### src/rtl/core/plsd_pkg.sv
// Shared types, constants and helpers for the parallel LED strip driver.
// No dependencies; plsd_cfg, plsd_gather and the top level import this package.
`timescale 1ns / 1ps

package plsd_pkg;

  localparam int unsigned STRIPS_DEF = 32;
  localparam int unsigned LEDS_DEF   = 360;

  localparam int unsigned PINS     = 32;
  localparam int unsigned PIN_W    = 5;
  localparam int unsigned SLOT_W   = 4;
  localparam int unsigned KIND_W   = 2;
  localparam int unsigned STRIP_FW = 5;
  localparam int unsigned INDEX_W  = 11;
  localparam int unsigned VALUE_W  = 8;
  localparam int unsigned BITS     = 8;
  localparam int unsigned PADDR_W  = 4;
  localparam int unsigned PDATA_W  = 32;

  localparam logic [KIND_W-1:0] KIND_WRITE  = 2'd0;
  localparam logic [KIND_W-1:0] KIND_COMMIT = 2'd1;
  localparam logic [KIND_W-1:0] KIND_TICK   = 2'd2;

  localparam logic [1:0] REG_HIGH = 2'd0;
  localparam logic [1:0] REG_DATA = 2'd1;
  localparam logic [1:0] REG_LOW  = 2'd2;

  typedef struct packed {
    logic [SLOT_W-1:0] high;
    logic [SLOT_W-1:0] data;
    logic [SLOT_W-1:0] low;
  } slot_cfg_t;

  typedef logic [BITS-1:0][PINS-1:0] planes_t;

  // A slot count of zero behaves as one.
  function automatic logic [SLOT_W-1:0] slots_of(input logic [SLOT_W-1:0] v);
    return (v == '0) ? SLOT_W'(1) : v;
  endfunction

endpackage

### src/rtl/core/plsd_cfg.sv
// APB-style register file holding the three slot counts.
// Depends on plsd_pkg.
`timescale 1ns / 1ps

module plsd_cfg (
  input  logic                        clk_i,
  input  logic                        rst_ni,
  input  logic                        psel,
  input  logic                        penable,
  input  logic                        pwrite,
  input  logic [plsd_pkg::PADDR_W-1:0] paddr,
  input  logic [plsd_pkg::PDATA_W-1:0] pwdata,
  output logic [plsd_pkg::PDATA_W-1:0] prdata,
  output logic                        pready,
  output plsd_pkg::slot_cfg_t         cfg_o
);
  import plsd_pkg::*;

  slot_cfg_t  cfg_q;
  logic       wr_en;
  logic [1:0] reg_idx;

  assign pready  = 1'b1;
  assign reg_idx = paddr[3:2];
  assign wr_en   = psel && penable && pwrite && pready;

  always_ff @(posedge clk_i or negedge rst_ni) begin
    if (!rst_ni) begin
      cfg_q.high <= SLOT_W'(1);
      cfg_q.data <= SLOT_W'(1);
      cfg_q.low  <= SLOT_W'(2);
    end else if (wr_en) begin
      unique case (reg_idx)
        REG_HIGH: cfg_q.high <= pwdata[SLOT_W-1:0];
        REG_DATA: cfg_q.data <= pwdata[SLOT_W-1:0];
        REG_LOW:  cfg_q.low  <= pwdata[SLOT_W-1:0];
        default: ;
      endcase
    end
  end

  always_comb begin
    unique case (reg_idx)
      REG_HIGH: prdata = PDATA_W'(cfg_q.high);
      REG_DATA: prdata = PDATA_W'(cfg_q.data);
      REG_LOW:  prdata = PDATA_W'(cfg_q.low);
      default:  prdata = '0;
    endcase
  end

  assign cfg_o = cfg_q;

endmodule

### config.mk
export PLATFORM = sky130hd
export DESIGN_NAME = plsd_cfg
export DESIGN_NICKNAME = d
export VERILOG_FILES = /design/src/rtl/core/plsd_pkg.sv /design/src/rtl/core/plsd_cfg.sv
export SDC_FILE = /design/constraint.sdc
export NUM_CORES = 1
export LEC_CHECK = 0
export BUFFER_PORTS_ARGS = -buffer_cell sky130_fd_sc_hd__buf_2
export CORE_ASPECT_RATIO = 0.9
export CORE_MARGIN = 1.5
export CORE_UTILIZATION = 35
export DETAILED_ROUTE_END_ITERATION = 10
export MAX_ROUTING_LAYER = met4
export PLACE_DENSITY_LB_ADDON = 0.2
export SLEW_MARGIN = 5
export SYNTH_ARGS = -nofsm -noshare
export SYNTH_HDL_FRONTEND = slang
export SYNTH_SLANG_ARGS = --single-unit
export TNS_END_PERCENT = 1
### constraint.sdc
create_clock -name clk_i -period 2 [get_ports clk_i]
set_input_delay 0.2 -clock clk_i [delete_from_list [all_inputs] [get_ports clk_i]]
set_output_delay 0.2 -clock clk_i [all_outputs]
set_load 0.03 [all_outputs]
---- Yosys cells after proc, flatten, opt, wreduce, memory -nomap -nowiden ----
Cells that the tools add are included.
operators by class
  reductions and logical operators ........ 6
  multiplexer cells ....................... 1
  equality and inequality tests ........... 2
operators with widths
  operator                                       number
  case mux 4 bit (3 select lines)                1
  AND reduction 2 bit                            3
  == test 2 x 1 -> 1 bit, second input constant  1
  == test 2 bit, second input constant           1
  logical AND 1 bit                              2
  zero test 2 bit                                1
word-level totals
  output and inout port bits .............. 45
  register bits ........................... 12
  input bits .............................. 41
  logic and storage cells ................. 12

---- Depth between registers and ports, before layout ----
  depth after elaboration ................. 3
  gate-level depth with buffers ........... 4
  depth with buffers taken out ............ 3

---- Least setup slack after synthesis ----
OpenSTA, ideal clock, no wires.
  path type ............................... register to output
  from .................................... register cfg_q, in the netlist cfg_o[4]
  to ...................................... output port prdata[0] (netlist bit)
  stages on the path, launching flop included .. 3
  path slack .............................. 0.409 ns
  arrival time ............................ 1.391 ns
  buffers on the path ..................... 0
  data required time ...................... 1.800 ns
  path through ............................ dfstp_2 -> mux2i_1 -> o21ai_0
between the ends
  word-level cells in the longest chain between the ends .. 1
ends and longest elaborated chain
  element                          line            RTL
  from (decl)                      plsd_cfg.sv:19  slot_cfg_t cfg_q;
  case mux 4 bit (3 select lines)  plsd_cfg.sv:43  unique case (reg_idx)
  to (decl)                        plsd_cfg.sv:13  output logic [plsd_pkg::PDATA_W-1:0] prdata,
Every way passes these cells.

---- Final worst setup path ----
Same ends and word-level chain as after synthesis.

==> metrics.txt <==
# TYPE chip_impl_metric gauge
chip_impl_metric{name="layout.cells.non_filler",unit=""} 129
chip_impl_metric{name="num_vias",unit=""} 510
chip_impl_metric{name="port_buffers",unit=""} 26
chip_impl_info{name="worst_hold_path_type",value="in2reg"} 1
chip_impl_metric{name="drc",unit=""} 0
chip_impl_metric{name="layout.area.seq",unit="um^2"} 304
chip_impl_metric{name="clock.fmax",unit="GHz"} 0.688
chip_impl_metric{name="final_area",unit="um^2"} 871
chip_impl_metric{name="drtPass1Iterations",unit=""} 4
chip_impl_metric{name="timing.final.crit_share",unit="%"} 72.7
chip_impl_info{name="yosysMostFrequentCell",value="sky130_fd_sc_hd__buf_4"} 1
chip_impl_metric{name="worst_r2r_path_depth",unit=""} 1
chip_impl_metric{name="power_density",unit="nW/um^2"} 1040
chip_impl_metric{name="antenna_violating_nets_post_route",unit=""} 0
chip_impl_info{name="clk_root_buffer_cell",value="sky130_fd_sc_hd__clkbuf_4"} 1
chip_impl_info{name="crit_path_top_delay_cell",value="sky130_fd_sc_hd__dfstp_2"} 1
chip_impl_metric{name="worst_ir_drop_on_vdd",unit="mV"} 0.489
chip_impl_metric{name="grt.total_usage",unit="%"} 12.1
chip_impl_metric{name="post_synth_inst_count",unit=""} 73
chip_impl_metric{name="power.leakage",unit="nW"} 0.464
chip_impl_metric{name="antenna_violations_before_repair",unit=""} 0
chip_impl_metric{name="die_w",unit="um"} 53.1
chip_impl_metric{name="core-area",unit="um^2"} 2160
chip_impl_info{name="critical_path.reg2reg.startpoint",value="cfg_o[5]$_DFFE_PN0P_"} 1
chip_impl_info{name="netlist_top_cells_area",value="sky130_fd_sc_hd__dfrtp_1 28%, sky130_fd_sc_hd__buf_4 28%, sky130_fd_sc_hd__mux2_2 17%"} 1
chip_impl_metric{name="post_detailed_placement_half_perimeter_wirelength",unit="mm"} 1.03
chip_impl_metric{name="nets_final",unit=""} 144
chip_impl_info{name="timing.setup.critical_path_class",value="reg2out"} 1
chip_impl_info{name="main_flop_type_after_synthesis",value="sky130_fd_sc_hd__dfrtp_1"} 1
chip_impl_metric{name="cts-buffers-inserted",unit=""} 3
chip_impl_metric{name="finalSetupViolations",unit=""} 0
chip_impl_metric{name="fin_worst_skew",unit="ns"} 0
chip_impl_metric{name="fillers",unit=""} 238
chip_impl_metric{name="setup_total_negative_slack",unit="ns"} 0
chip_impl_metric{name="clkSlewWorstSetupHoldPaths",unit="ns"} 0.08
chip_impl_metric{name="postSynthRegisterBits",unit=""} 12
chip_impl_metric{name="floorplan.rows",unit=""} 16
chip_impl_metric{name="synth_top_cell_area_share",unit="%"} 28.5
chip_impl_metric{name="synth.distinct_cells",unit=""} 14
chip_impl_metric{name="yosys_warnings",unit=""} 0
chip_impl_metric{name="drv.max_cap_violation_count",unit=""} 0
chip_impl_metric{name="critical-path-max-stage-delay",unit="ns"} 0.54
chip_impl_metric{name="reg2reg_setup_slack",unit="ns"} 1.23
chip_impl_info{name="cp_cell_sequence",value="mux2i_1 > o21ai_0 > buf_2"} 1
chip_impl_info{name="timing.hold.worst.start",value="pwdata[2]"} 1
chip_impl_metric{name="worst_ep_required_time",unit="ns"} 1.80
chip_impl_metric{name="final.min_clock_period",unit="ns"} 1.45
chip_impl_metric{name="initial_utilization",unit="%"} 36.6
chip_impl_metric{name="cts_resized",unit=""} 0
chip_impl_metric{name="post_synth.cell_area_avg",unit="um^2"} 10.8
chip_impl_metric{name="grt_remaining_overflow",unit=""} 0
chip_impl_metric{name="gp_congestion",unit=""} 0.652
chip_impl_metric{name="fraction_of_the_yosys_area_taken_by_sequential_cells",unit="%"} 38.4
chip_impl_metric{name="top_level_ports",unit=""} 86
chip_impl_metric{name="area_growth",unit="%"} 10.1
chip_impl_metric{name="crit_arrival",unit="ns"} 1.25
chip_impl_info{name="synth_largest_area_cell",value="sky130_fd_sc_hd__dfrtp_1"} 1
chip_impl_metric{name="grt_first_pass_wirelength",unit="mm"} 2.06
chip_impl_info{name="critical_path.startpoint_type",value="flip-flop"} 1
chip_impl_metric{name="multi_input_gate_area",unit="um^2"} 359
chip_impl_info{name="critPathCaptureType",value="output port"} 1
chip_impl_info{name="grt_setup_unrepaired",value="false"} 1
chip_impl_metric{name="detail_route.wirelength",unit="mm"} 1.31
chip_impl_metric{name="placedCellCount",unit=""} 124
chip_impl_metric{name="hold_depth",unit=""} 2
chip_impl_metric{name="dieArea",unit="um^2"} 2550
chip_impl_metric{name="number_of_max_slew_violations_in_the_final_report",unit=""} 0
chip_impl_metric{name="chipHeight",unit="um"} 48.1
chip_impl_metric{name="diodes",unit=""} 0
chip_impl_metric{name="worst-path-max-fanout",unit=""} 3
chip_impl_metric{name="drive_above_1_share",unit="%"} 46.1
chip_impl_metric{name="first_global_vias",unit=""} 442
chip_impl_metric{name="placed_cell_area",unit="um^2"} 835
chip_impl_metric{name="largest_reg_flops",unit=""} 12
chip_impl_metric{name="h_tree_levels",unit=""} 1
chip_impl_metric{name="post-cts-setup-buffers",unit=""} 0
chip_impl_metric{name="worst_case_hold_slack",unit="ns"} 0.178
chip_impl_info{name="worst_r2r_endpoint",value="cfg_o[5]$_DFFE_PN0P_"} 1
chip_impl_metric{name="timing.final.hold_violations",unit=""} 0
chip_impl_metric{name="clock_tree.buffer_depth",unit=""} 2
chip_impl_info{name="outcome",value="complete, no violations"} 1
chip_impl_metric{name="clk-insertion-delay-late",unit="ns"} 0.27
chip_impl_info{name="worstHoldEndpoint",value="cfg_o[10]$_DFFE_PN0P_"} 1
chip_impl_metric{name="synth-edff-count",unit=""} 0
chip_impl_info{name="synth_top_cells_by_count",value="29 x sky130_fd_sc_hd__buf_4, 12 x sky130_fd_sc_hd__mux2_2, 9 x sky130_fd_sc_hd__dfrtp_1"} 1
chip_impl_metric{name="grt_start_max_net_pins",unit=""} 13
chip_impl_metric{name="routedWlPerCell",unit="um"} 10.1
chip_impl_metric{name="drt_iter0_drc",unit=""} 1
chip_impl_metric{name="drt-vias-per-instance",unit=""} 3.95
chip_impl_metric{name="clock_sink_count",unit=""} 12
chip_impl_metric{name="core_util_final",unit="%"} 40.3
chip_impl_info{name="cts_tree",value="done"} 1
chip_impl_metric{name="netlist_area",unit="um^2"} 791
chip_impl_metric{name="fraction_of_synthesis_flops_using_an_asynchronous_set_or_reset_pin",unit="%"} 100
==> per-layer routing <==
| layer | wire, um | vias up | track usage [%] |
|---|---|---|---|
| li1 | - | 241 | - |
| met3 | 157 | 2 | 3.37 |
| met1 | 590 | 223 | 16.3 |
| met4 | 21 | 0 | 6.15 |
| met2 | 536 | 44 | 16.8 |
| met5 | 0 | - | - |
==> timing repair <==
| item | CTS | global route |
|---|---|---|
| hold endpoints to repair | 9 | 0 |
| hold buffers | 1 | 0 |
| endpoints found under the setup margin | 0 | 0 |
==> final cells by class <==
class	instances	area share, %
multi-input cells	58	41.2
clock buffers	4	3.02
well taps	27	3.88
repair buffers	28	17.0
flip-flops and latches	12	34.9
==> cell usage in the layout, fill, tap and decap left out, drive strengths merged <==
master / synthesis / layout
nand3: 1 / 1
o21ai: 4 / 4
conb: 2 / 29
dfstp: 3 / 3
dfrtp: 9 / 9
nand2: 4 / 4
or3b: 1 / 1
mux2i: 4 / 4
nor2b: 1 / 1
dlygate4sd3: 0 / 1
mux2: 12 / 12
nor3: 1 / 1
clkbuf: 0 / 4
buf: 30 / 27
nor3b: 1 / 1
==> kinds of logic (layout without fill, tap and decap cells) <==
family,Yosys count,after routing,synth area share (%)
flip-flops,12,12,38.5
multiplexers,16,16,22.2
AO/OA/AOI/OAI,4,4,2.53
AND/OR/NAND/NOR,9,9,6.96
buffers and inverters,30,32,29.0
other,2,29,0.950
==> worst max-delay path: cells and delay by family (launching register included) <==
| family | cells | cell delay, ns |
|---|---|---|
| flops | 1 | 0.54 |
| buf+inv | 1 | 0.22 |
| compound gates | 1 | 0.16 |
| mux | 1 | 0.07 |
==> power by group <==
group	total (mW)	switching, mW	internal [mW]
clock network	0.157	0.0799	0.0774
logic	0.399	0.286	0.114
registers	0.347	0.0376	0.310
total	0.904	0.403	0.501
==> worst max-delay path by stage <==
stage / start / slack, ns / endpoint / depth (start not counted)
4_1_cts: cfg_o[4]$_DFFE_PN1P_ / 0.52 / prdata[0] / 3
6_report: cfg_o[4]$_DFFE_PN1P_ / 0.55 / prdata[0] / 3
3_3_place_gp: pwrite / 0.55 / cfg_o[11]$_DFFE_PN0P_ / 5
5_1_grt: cfg_o[4]$_DFFE_PN1P_ / 0.47 / prdata[0] / 3
2_1_floorplan: cfg_o[4]$_DFFE_PN1P_ / 0.41 / prdata[0] / 2
3_5_place_dp: pwrite / 0.55 / cfg_o[11]$_DFFE_PN0P_ / 5
==> metrics by stage <==
| step | total power [mW] | worst slack [ns] |
|---|---|---|
| after CTS | 0.918 | 0.517 |
| after global placement | 0.751 | 0.553 |
| final | 0.904 | 0.546 |
| after floorplan | 0.695 | 0.409 |
| after detailed placement | 0.755 | 0.549 |
| after global routing | 0.969 | 0.467 |
Power figures use the tool's default switching activity.
