==> config.mk <==
export PLATFORM = sky130hd
export DESIGN_NAME = plsd_gather
export DESIGN_NICKNAME = d
export VERILOG_FILES = /design/src/rtl/core/plsd_pkg.sv /design/src/rtl/core/plsd_gather.sv
export SDC_FILE = /design/constraint.sdc
export NUM_CORES = 1
export LEC_CHECK = 0
export ABC_AREA = 0
export BUFFER_PORTS_ARGS = -buffer_cell sky130_fd_sc_hd__buf_2
export CAP_MARGIN = 10
export CORE_MARGIN = 2
export CORE_UTILIZATION = 42
export DETAILED_ROUTE_END_ITERATION = 10
export GPL_TIMING_DRIVEN = 0
export PLACE_DENSITY = 0.65
export SLEW_MARGIN = 40
export SYNTH_ARGS = -nofsm -noshare
export SYNTH_HDL_FRONTEND = slang
export SYNTH_SLANG_ARGS = --single-unit
==> constraint.sdc <==
create_clock -name clk_i -period 3 [get_ports clk_i]
set_clock_uncertainty 0.2 [all_clocks]
set_input_delay 0.6 -clock clk_i [delete_from_list [all_inputs] [get_ports clk_i]]
set_output_delay 0.6 -clock clk_i [all_outputs]
set_load 0.02 [all_outputs]
==> src/rtl/core/plsd_pkg.sv <==
// Shared types, constants and helpers for the parallel LED strip driver.
// No dependencies; plsd_cfg, plsd_gather and the top level import this package.
`timescale 1ns / 1ps

package plsd_pkg;

  localparam int unsigned STRIPS_DEF = 32;
  localparam int unsigned LEDS_DEF   = 360;

  localparam int unsigned PINS     = 32;
  localparam int unsigned PIN_W    = 5;
  localparam int unsigned SLOT_W   = 4;
  localparam int unsigned KIND_W   = 2;
  localparam int unsigned STRIP_FW = 5;
  localparam int unsigned INDEX_W  = 11;
  localparam int unsigned VALUE_W  = 8;
  localparam int unsigned BITS     = 8;
  localparam int unsigned PADDR_W  = 4;
  localparam int unsigned PDATA_W  = 32;

  localparam logic [KIND_W-1:0] KIND_WRITE  = 2'd0;
  localparam logic [KIND_W-1:0] KIND_COMMIT = 2'd1;
  localparam logic [KIND_W-1:0] KIND_TICK   = 2'd2;

  localparam logic [1:0] REG_HIGH = 2'd0;
  localparam logic [1:0] REG_DATA = 2'd1;
  localparam logic [1:0] REG_LOW  = 2'd2;

  typedef struct packed {
    logic [SLOT_W-1:0] high;
    logic [SLOT_W-1:0] data;
    logic [SLOT_W-1:0] low;
  } slot_cfg_t;

  typedef logic [BITS-1:0][PINS-1:0] planes_t;

  // A slot count of zero behaves as one.
  function automatic logic [SLOT_W-1:0] slots_of(input logic [SLOT_W-1:0] v);
    return (v == '0) ? SLOT_W'(1) : v;
  endfunction

endpackage

==> src/rtl/core/plsd_gather.sv <==
// Gather engine: reads one byte position of every strip from the pixel store
// and transposes it into eight bit planes. Depends on plsd_pkg.
`timescale 1ns / 1ps

module plsd_gather #(
  parameter int unsigned STRIPS         = plsd_pkg::STRIPS_DEF,
  parameter int unsigned LEDS_PER_STRIP = plsd_pkg::LEDS_DEF,
  localparam int unsigned ROW_BYTES = 3 * LEDS_PER_STRIP,
  localparam int unsigned STRIP_W   = (STRIPS > 1) ? $clog2(STRIPS) : 1,
  localparam int unsigned BPOS_W    = (ROW_BYTES > 1) ? $clog2(ROW_BYTES) : 1,
  localparam int unsigned DEPTH     = ROW_BYTES * (2 ** STRIP_W),
  localparam int unsigned AW        = (DEPTH > 1) ? $clog2(DEPTH) : 1
) (
  input  logic                clk_i,
  input  logic                rst_ni,
  input  logic                start_i,
  input  logic [BPOS_W-1:0]   byte_pos_i,
  output logic                busy_o,
  output logic                re_o,
  output logic [AW-1:0]       raddr_o,
  input  logic [7:0]          rdata_i,
  output plsd_pkg::planes_t   planes_o
);
  import plsd_pkg::*;

  localparam int unsigned CNT_W = STRIP_W + 1;

  logic             busy_q;
  logic [CNT_W-1:0] cnt_q;
  logic             rd_vld_q;
  logic [PIN_W-1:0] rd_idx_q;
  planes_t          planes_q;
  logic             issue;

  assign issue   = busy_q && (32'(cnt_q) < STRIPS);
  assign re_o    = issue;
  assign raddr_o = AW'({byte_pos_i, cnt_q[STRIP_W-1:0]});

  always_ff @(posedge clk_i or negedge rst_ni) begin
    if (!rst_ni) begin
      busy_q   <= 1'b0;
      cnt_q    <= '0;
      rd_vld_q <= 1'b0;
      rd_idx_q <= '0;
      planes_q <= '0;
    end else begin
      rd_vld_q <= issue;
      rd_idx_q <= PIN_W'(cnt_q);
      if (start_i) begin
        busy_q   <= 1'b1;
        cnt_q    <= '0;
        planes_q <= '0;
      end else begin
        if (issue) begin
          cnt_q <= cnt_q + CNT_W'(1);
        end
        // MSB of each byte lands in plane 0
        if (rd_vld_q) begin
          for (int b = 0; b < BITS; b++) begin
            planes_q[b][rd_idx_q] <= rdata_i[BITS-1-b];
          end
        end
        if (busy_q && !issue && rd_vld_q) begin
          busy_q <= 1'b0;
        end
      end
    end
  end

  assign busy_o   = busy_q;
  assign planes_o = planes_q;

endmodule

=== After elaboration in Yosys (flattened, before gate mapping) ===
Index checks and enable logic that the tools add are counted.

* Add/sub/neg operators: 1
* Multiplexer cells: 16
* Reductions and logical operators: 8
* $lt $le $gt $ge: 3

{| class="wikitable"
|+ Operator list
! operator !! count
|-
| $mux 256 || 2
|-
| $bwmux 32 || 8
|-
| $mux 6 || 2
|-
| $add 6x1->6 const B || 1
|-
| $lt 5x6->1 const B || 1
|-
| $lt 6x6->1 const B || 1
|-
| $reduce_bool 2->1 || 3
|-
| $demux 1 s5 || 1
|-
| $ge 5x1->1 const B || 1
|-
| $logic_and 1x1->1 || 4
|-
| $mux 1 || 3
|-
| $logic_not 1->1 || 1
|}

* Register bits after elaboration: 269
* Output and inout port bits: 274
* Word-level logic and storage cells: 40
* Input port bits: 22

=== Depth between registers and ports, before layout ===
Gate-level depths: netlist of the first run.

* Depth in word-level cells: 7
* Gate-level depth with buffers: 5
* Gate-level depth less buffers: 4

=== Worst setup path after synthesis of the first run ===
Ideal clock, no wire load.

* Path kind: in2reg
* From: in start_i
* To: reg planes_q, in the netlist planes_o[12]
* Buffers on the path: 3
* Data arrival time: 1.440 ns
* Stages on the path: 5
* Path slack: 1.280 ns
* Setup time: 0.080 ns
* Required time: 2.720 ns
* Cells stage by stage: buf_2 -> buf_6 -> or2b_4 -> clkbuf_1 -> mux2i_1

* Cells in the longest elaborated chain, start to end: 1
* Elaborated cells between the ends (all ways): 2
* Classes of those cells: mux: 1; reduce/logical: 1

{| class="wikitable"
|+ Ends and longest elaborated chain
! element !! line !! text
|-
| start, declared || plsd_gather.sv:16 || <nowiki>input logic start_i,</nowiki>
|-
| $mux 256 or $reduce_bool 2->1 (tied branches) || - ||
|-
| end signal, assigned by index || plsd_gather.sv:60 || <nowiki>planes_q[b][rd_idx_q] <= rdata_i[BITS-1-b];</nowiki>
|-
| end, declared || plsd_gather.sv:32 || <nowiki>planes_t planes_q;</nowiki>
|}

Several ways; a longest one is shown, not always the timed one.
A chain may end at the register's enable or synchronous reset.

=== Worst setup path in the final report of the first run ===
* From: reg busy_q, in the netlist busy_o
* To: out re_o

* Cells in the longest elaborated chain, start to end: 1

{| class="wikitable"
|+ Ends and longest elaborated chain
! element !! line !! text
|-
| start, declared || plsd_gather.sv:28 || <nowiki>logic busy_q;</nowiki>
|-
| start signal, assigned || plsd_gather.sv:41 || <nowiki>busy_q <= 1'b0;</nowiki>
|-
| start signal, assigned || plsd_gather.sv:50 || <nowiki>busy_q <= 1'b1;</nowiki>
|-
| start signal, assigned || plsd_gather.sv:64 || <nowiki>busy_q <= 1'b0;</nowiki>
|-
| $logic_and 1x1->1 || plsd_gather.sv:35 || <nowiki>assign issue = busy_q && (32'(cnt_q) < STRIPS);</nowiki>
|-
| end, declared || plsd_gather.sv:19 || <nowiki>output logic re_o,</nowiki>
|}

Every way passes these cells.

==> reports/results.tsv, run 1 <==
stage	metric	value	unit
die	Die H	173	um
global_routing	gr usage total	22.7	%
clock_tree	Clock transition at path regs	0.06	ns
clock_tree	clock buffer depth	3	
detailed_routing	vias per cell	4.84	
clock_tree	Clk Latency, worst-skew pair	0.54	ns
worst_hold_path	Hold WC Path Type	flop to flop	
synthesis	syn_area_per_cell	12.8	um^2
worst_setup_path	Setup crit end kind	output port	
synthesis	top-count cell post-synth	dfrtp_1	
cells_and_area	Fillers	2490	
placed_design	cell total after placement	1602	
worst_setup_path	kind of critical path	flop to output port	
synthesis	Synth top area share	56.3	%
timing	worst setup margin	0.712	ns
power	VDD IR max	0.347	mV
clock_tree	hold_buf cts	1	
clock_tree	CTS tree	built	
timing	WHS	0.264	ns
synthesis	synth warn	0	
worst_setup_path	CP max FO	7	
flow_run	Max-Cap Viols	0	
die	die area	29800	um^2
synthesis	synthesized cell area	12000	um^2
synthesis	Synth area leader	dfrtp_1	
timing	Final setup viols	0	
cells_and_area	share of cells above drive strength 1	34.0	%
die	Die Wd	173	um
clock_tree	post-cts sizing count	0	
global_routing	first-pass GRT wire length	52200	um
cells_and_area	Area Growth Syn to Fin	26.5	%
cells_and_area	Finished Layout Cells	1660	
global_routing	total gr overflow	0	
die	I/O Pins	296	
global_routing	largest net degree at the start of global routing	69	
clock_tree	Root Buffer	clkbuf_16	
die	Starting Density	42.8	%
worst_setup_path	crit path DAT	1.49	ns
detailed_routing	DRT Pass-1 Iters	4	
placed_design	DP Worst Slack	0.663	ns
detailed_routing	drt total wl	33800	um
clock_tree	H-tree levels	1	
power	P per Cell Area	560	nW/um^2
timing	Final Max Slew Viols	0	
clock_tree	CTS Sinks	269	
synthesis	top cells by area, synth	dfrtp_1 (56%), mux2i_1 (22%), nand2b_1 (13%)	
timing	worst-margin pin slew	0.721	ns
synthesis	Distinct cells, synth	32	
detailed_routing	initial drt markers	380	
cells_and_area	Final #Nets	1280	
synthesis	FF+latch count, synth	269	
clock_tree	CTS Buf Count	30	
power	leak pwr	0.00911	uW
detailed_routing	DR DRC count	0	
global_routing	antenna violations before repair	2	
synthesis	top post-synthesis cells by count	dfrtp_1 (269), mux2i_1 (257), nand2b_1 (249)	
placed_design	Port Buffers	283	
cells_and_area	area occupied by multi-input gates	4750	um^2
global_routing	vias in the first global route	8344	
outcome	outcome	finished, final reports clean	
timing	fmax	0.437	GHz
detailed_routing	via count	8031	
detailed_routing	Antenna Nets Post-Route	0	
worst_setup_path	Startpoint Class	flop	
clock_tree	Post-CTS Setup Inserts	0	
placed_design	HPWL after detailed placement	23800	um
detailed_routing	WL/cell	20.4	um
die	Site Rows	61	
die	Core Area	27900	um^2
synthesis	Seq/Total Area, Yosys	56.3	%
placed_design	routability cong.	0.774	
timing	worst rel slew slack	51.9	%
timing	final hold violations	0	
synthesis	Net Count, Synth	960	
synthesis	prevailing post-synth register cell	dfrtp_1	
timing	min Tclk post-route	2.29	ns
synthesis	Gate Count Post-Synth	937	
timing	Final Cycle Share	76.3	%
synthesis	asr flop ratio synth	100	%
synthesis	EDFF count, synth	0	
worst_setup_path	Req. time, crit path	2.20	ns
timing	RSZ-0062 raised after global routing	false	
cells_and_area	Register Area	6730	um^2
==> critical path: stages (launching register included) <==
cell and delay, ns:
dfrtp_1 0.41, nor2b_1 0.14, buf_2 0.19, buf_2 0.21
==> power by group <==
| part | switching, uW | total [uW] | internal, uW |
|---|---|---|---|
| clock | 1500 | 4180 | 2680 |
| combinational | 380 | 592 | 212 |
| sequential | 28.5 | 3700 | 3670 |
==> registers in the layout (all words and copies together) (netlist names) <==
name / flops
cnt_q: 6
rd_idx_q: 5
planes_o: 256
busy_o: 1
rd_vld_q: 1
==> logic make-up (layout without fill, tap and decap cells) <==
kind of cell	Yosys count	in the layout	synth area share, %
buffers and inverters	82	426	3.94
AOI/OAI and AO/OA	4	4	0.251
and+or+nand+nor	321	321	17.6
adders and majority gates	1	1	0.105
DFF	269	269	56.3
other	0	1	0
xor gates and xnor gates	2	2	0.147
muxes	258	258	21.6
==> final timing paths <==
check / cells after the start / from / slack (ns) / end
max: 3 / busy_o / 0.71 / re_o
min: 0 / cnt_q[1] / 0.26 / rd_idx_q[1]
max reg2reg: 3 / rd_idx_q[1] / 1.04 / planes_o[56]
min reg2reg: 0 / cnt_q[1] / 0.26 / rd_idx_q[1]
max in group asynchronous: 4 / rst_ni / 1.29 / planes_o[53]
min in group asynchronous: 2 / rst_ni / 0.32 / planes_o[165]
==> per-stage QoR <==
stage	area, um^2	setup TNS (ns)	total power, uW	utilization, %
after floorplan	12000	0	4090	-
after global placement	13800	-1079.47	4340	49.6
after detailed placement	14000	0	4370	50.0
after CTS	15100	0	8560	54.1
after global routing	15100	0	8750	54.1
final	15100	0	8480	54.1
==> layout by cell type, fill, tap and decap left out, drive strengths merged <==
cell	netlist	layout
and4b	3	3
mux2	1	1
nand3b	1	1
a21o	1	1
nor4b	1	1
and3	1	1
and4bb	3	3
xnor2	1	1
ha	1	1
a41oi	1	1
clkinv	0	4
dfrtp	269	269
nor2b	4	4
a31o	1	1
clkinvlp	0	1
nand4	1	1
dlygate4sd3	0	1
buf	32	319
nand2b	249	249
nor2	7	7
and2	2	2
nand2	32	32
bufinv	0	7
mux2i	257	257
a21oi	1	1
clkbuf	50	94
or2b	16	16
diode	0	1
and4	1	1
xor2	1	1
==> final cells by class <==
| class | count | area share (%) |
|---|---|---|
| diodes | 1 | 0.0165 |
| plain buffers | 82 | 3.11 |
| clock buffers | 44 | 5.98 |
| clock inverters | 12 | 1.60 |
| multi-input cells | 586 | 31.4 |
| flip-flops and latches | 269 | 44.5 |
| well taps | 378 | 3.13 |
| repair buffers | 288 | 10.2 |
==> routing by layer <==
layer	GRT usage (%)	vias up	routed length, um
li1	-	3732	-
met1	31.7	4007	15600
met2	35.7	237	15300
met3	5.10	53	2060
met4	6.29	2	816
met5	0	-	13
Note: power is estimated with default switching activity, not from simulation.
==> inputs of run 2 (changes only) <==
--- a/config.mk
+++ b/config.mk
@@ -12,7 +12,7 @@
 export CORE_UTILIZATION = 42
 export DETAILED_ROUTE_END_ITERATION = 10
 export GPL_TIMING_DRIVEN = 0
-export PLACE_DENSITY = 0.65
+export PLACE_DENSITY = 0.68
 export SLEW_MARGIN = 40
 export SYNTH_ARGS = -nofsm -noshare
 export SYNTH_HDL_FRONTEND = slang
==> constraint.sdc (replaced) <==
create_clock -name clk_i -period 1.96 [get_ports clk_i]
set_clock_uncertainty 0.2 [all_clocks]
set_input_delay 0.392 -clock clk_i [delete_from_list [all_inputs] [get_ports clk_i]]
set_output_delay 0.392 -clock clk_i [all_outputs]
set_load 0.02 [all_outputs]
==> reports/results.tsv, run 2 (same netlist as run 1, synthesis figures left out) <==
stage	metric	value	unit	change
die	Core Area	27900	um^2	unchanged
worst_setup_path	Req. time, crit path	1.37	ns	-0.83 ns
timing	worst-margin pin slew	0.702	ns	-0.0190 ns
worst_setup_path	CP peak stage delay	0.37	ns	-0.04 ns
global_routing	vias in the first global route	8306		-0.46%
die	I/O Pins	296		unchanged
power	P per Cell Area	806	nW/um^2	+44%
die	Starting Density	42.8	%	unchanged
timing	worst rel slew slack	53.2	%	+1.3 points
detailed_routing	initial drt markers	401		+5.5%
outcome	outcome	finished, final reports clean		
cells_and_area	Finished Layout Cells	1658		-0.12%
clock_tree	CTS Buf Count	29		-3.3%
clock_tree	CTS Sinks	269		unchanged
worst_setup_path	Crit-path slowest cell	dfrtp_1		
global_routing	first-pass GRT wire length	52200	um	-0.16%
worst_setup_path	Setup crit end kind	output port		
worst_setup_path	WP buf/inv	2		unchanged
detailed_routing	drt total wl	33900	um	+0.17%
clock_tree	Clock transition at path regs	0.06	ns	about the same
flow_run	Max-Cap Viols	0		unchanged
cells_and_area	max FFs per register	256		unchanged
timing	Final Max Slew Viols	0		unchanged
worst_setup_path	critical-path cell list	nor2b_1 -> buf_4 -> buf_4		
power	leak pwr	0.00903	uW	-0.92%
timing	Final Cycle Share	97.3	%	
power	VDD IR max	0.554	mV	+60%
detailed_routing	via count	8085		+0.67%
clock_tree	Clk Latency, worst-skew pair	0.55	ns	about the same
timing	final hold violations	0		unchanged
worst_hold_path	Hold WC Path Type	input pin to flop		
cells_and_area	Area Growth Syn to Fin	25.1	%	
detailed_routing	Antenna Nets Post-Route	0		unchanged
global_routing	grt met2 use	36.3	%	+0.62 points
timing	RSZ-0062 raised after global routing	false		
global_routing	Most Crowded Layer GR	met2		
timing	Final setup viols	0		unchanged
worst_setup_path	crit-path most repeated cell	buf_4		
cells_and_area	Util after Layout	53.5	%	-0.61 points
die	Die H	173	um	unchanged
global_routing	antenna violations before repair	1		-1
timing	min Tclk post-route	1.91	ns	
global_routing	met1 Use GR	32.1	%	+0.42 points
clock_tree	clock buffer depth	3		unchanged
die	die area	29800	um^2	unchanged
clock_tree	CTS tree	built		
detailed_routing	DRT Pass-1 Iters	4		unchanged
worst_setup_path	CP max FO	2		-5
placed_design	HPWL after detailed placement	23900	um	+0.45%
worst_setup_path	crit path DAT	1.31	ns	-0.18 ns
clock_tree	H-tree levels	1		unchanged
detailed_routing	WL/cell	20.4	um	+0.29%
clock_tree	Root Buffer	clkbuf_16		
global_routing	met3 GRT Util	4.73	%	-0.37 points
placed_design	Port Buffers	283		unchanged
placed_design	cell total after placement	1602		unchanged
placed_design	routability cong.	0.757		-2.2%
die	Site Rows	61		unchanged
cells_and_area	Final #Nets	1281		+0.078%
die	Die Wd	173	um	unchanged
cells_and_area	share of cells above drive strength 1	33.8	%	-0.23 points
cells_and_area	commonest non-fill, non-tap cells in the layout	buf_2 (294), dfrtp_1 (269), mux2i_1 (257)		
detailed_routing	DR DRC count	0		unchanged
timing	WHS	0.0863	ns	-0.178 ns
worst_setup_path	kind of critical path	flop to output port		
timing	fmax	0.525	GHz	
worst_setup_path	flop-to-flop setup slack	0.17	ns	-0.87 ns
global_routing	largest net degree at the start of global routing	63		-8.7%
detailed_routing	vias per cell	4.88		+0.79%
power	Final Power	12000	uW	+42%
global_routing	total gr overflow	0		unchanged
cells_and_area	most common cell after layout, fill and taps aside	buf_2		
worst_setup_path	CP delay by family, top	flip-flops		
timing	Fin Setup TNS	0	ns	unchanged
global_routing	gr usage total	22.6	%	-0.072 points
worst_setup_path	Startpoint Class	flop		
==> run 2: worst paths after layout <==
kind                             start            end  cells past startpoint
max                             busy_o           re_o                      3
min reg2reg                   cnt_q[4]    rd_idx_q[4]                      0
min                         rdata_i[2]  planes_o[190]                      3
max reg2reg                rd_idx_q[3]  planes_o[225]                      3
min in group asynchronous       rst_ni  planes_o[169]                      2
max in group asynchronous       rst_ni  planes_o[121]                      4
==> run 2: worst register-to-register path: cells and delay by family, from the launching register on <==
family / cells / cell delay [ns]
flip-flops: 1 / 0.46
multiplexers: 1 / 0.20
AND/OR/NAND/NOR: 2 / 0.79
==> run 2: metrics by stage <==
step | setup WS [ns] | cell area (um^2)
2_1_floorplan | 0.409 | 12000
3_3_place_gp | -4.84 | 13800
3_5_place_dp | -0.188 | 14000
4_1_cts | 0.0340 | 14900
5_1_grt | 0.00186 | 14900
6_report | 0.0539 | 15000
==> run 2: layout make-up <==
type | instances | area [um^2]
antenna | 2 | 5.00
buffer | 82 | 473
clock buffer | 42 | 845
clock inverter | 9 | 104
fill | 2493 | 13000
multi-input combinational | 586 | 4760
sequential | 269 | 6730
tap | 378 | 473
timing repair buffer | 290 | 1560
==> run 2: repair_timing <==
| item | 4_1_cts | 5_1_grt |
|---|---|---|
| setup buffers | 2 | 0 |
| gates resized for setup | 2 | 1 |
| hold buffers | 1 | 0 |
| endpoints found under the setup margin | 1 | 7 |
| hold endpoints to repair | 164 | 0 |
==> run 2: power breakdown <==
group,leakage [uW],switching [uW],internal (uW)
registers,0.00373,46.1,5620
logic,0.00484,576,325
clock network,0.000463,2250,3230
==> run 2: routing by layer <==
layer / vias to the layer above / share of wire [%] / wire [um]
met5: - / 0 / 0
met4: 0 / 1.8 / 606
met3: 38 / 5.7 / 1930
met2: 226 / 46 / 15600
met1: 4090 / 46 / 15700
li1: 3731 / - / -
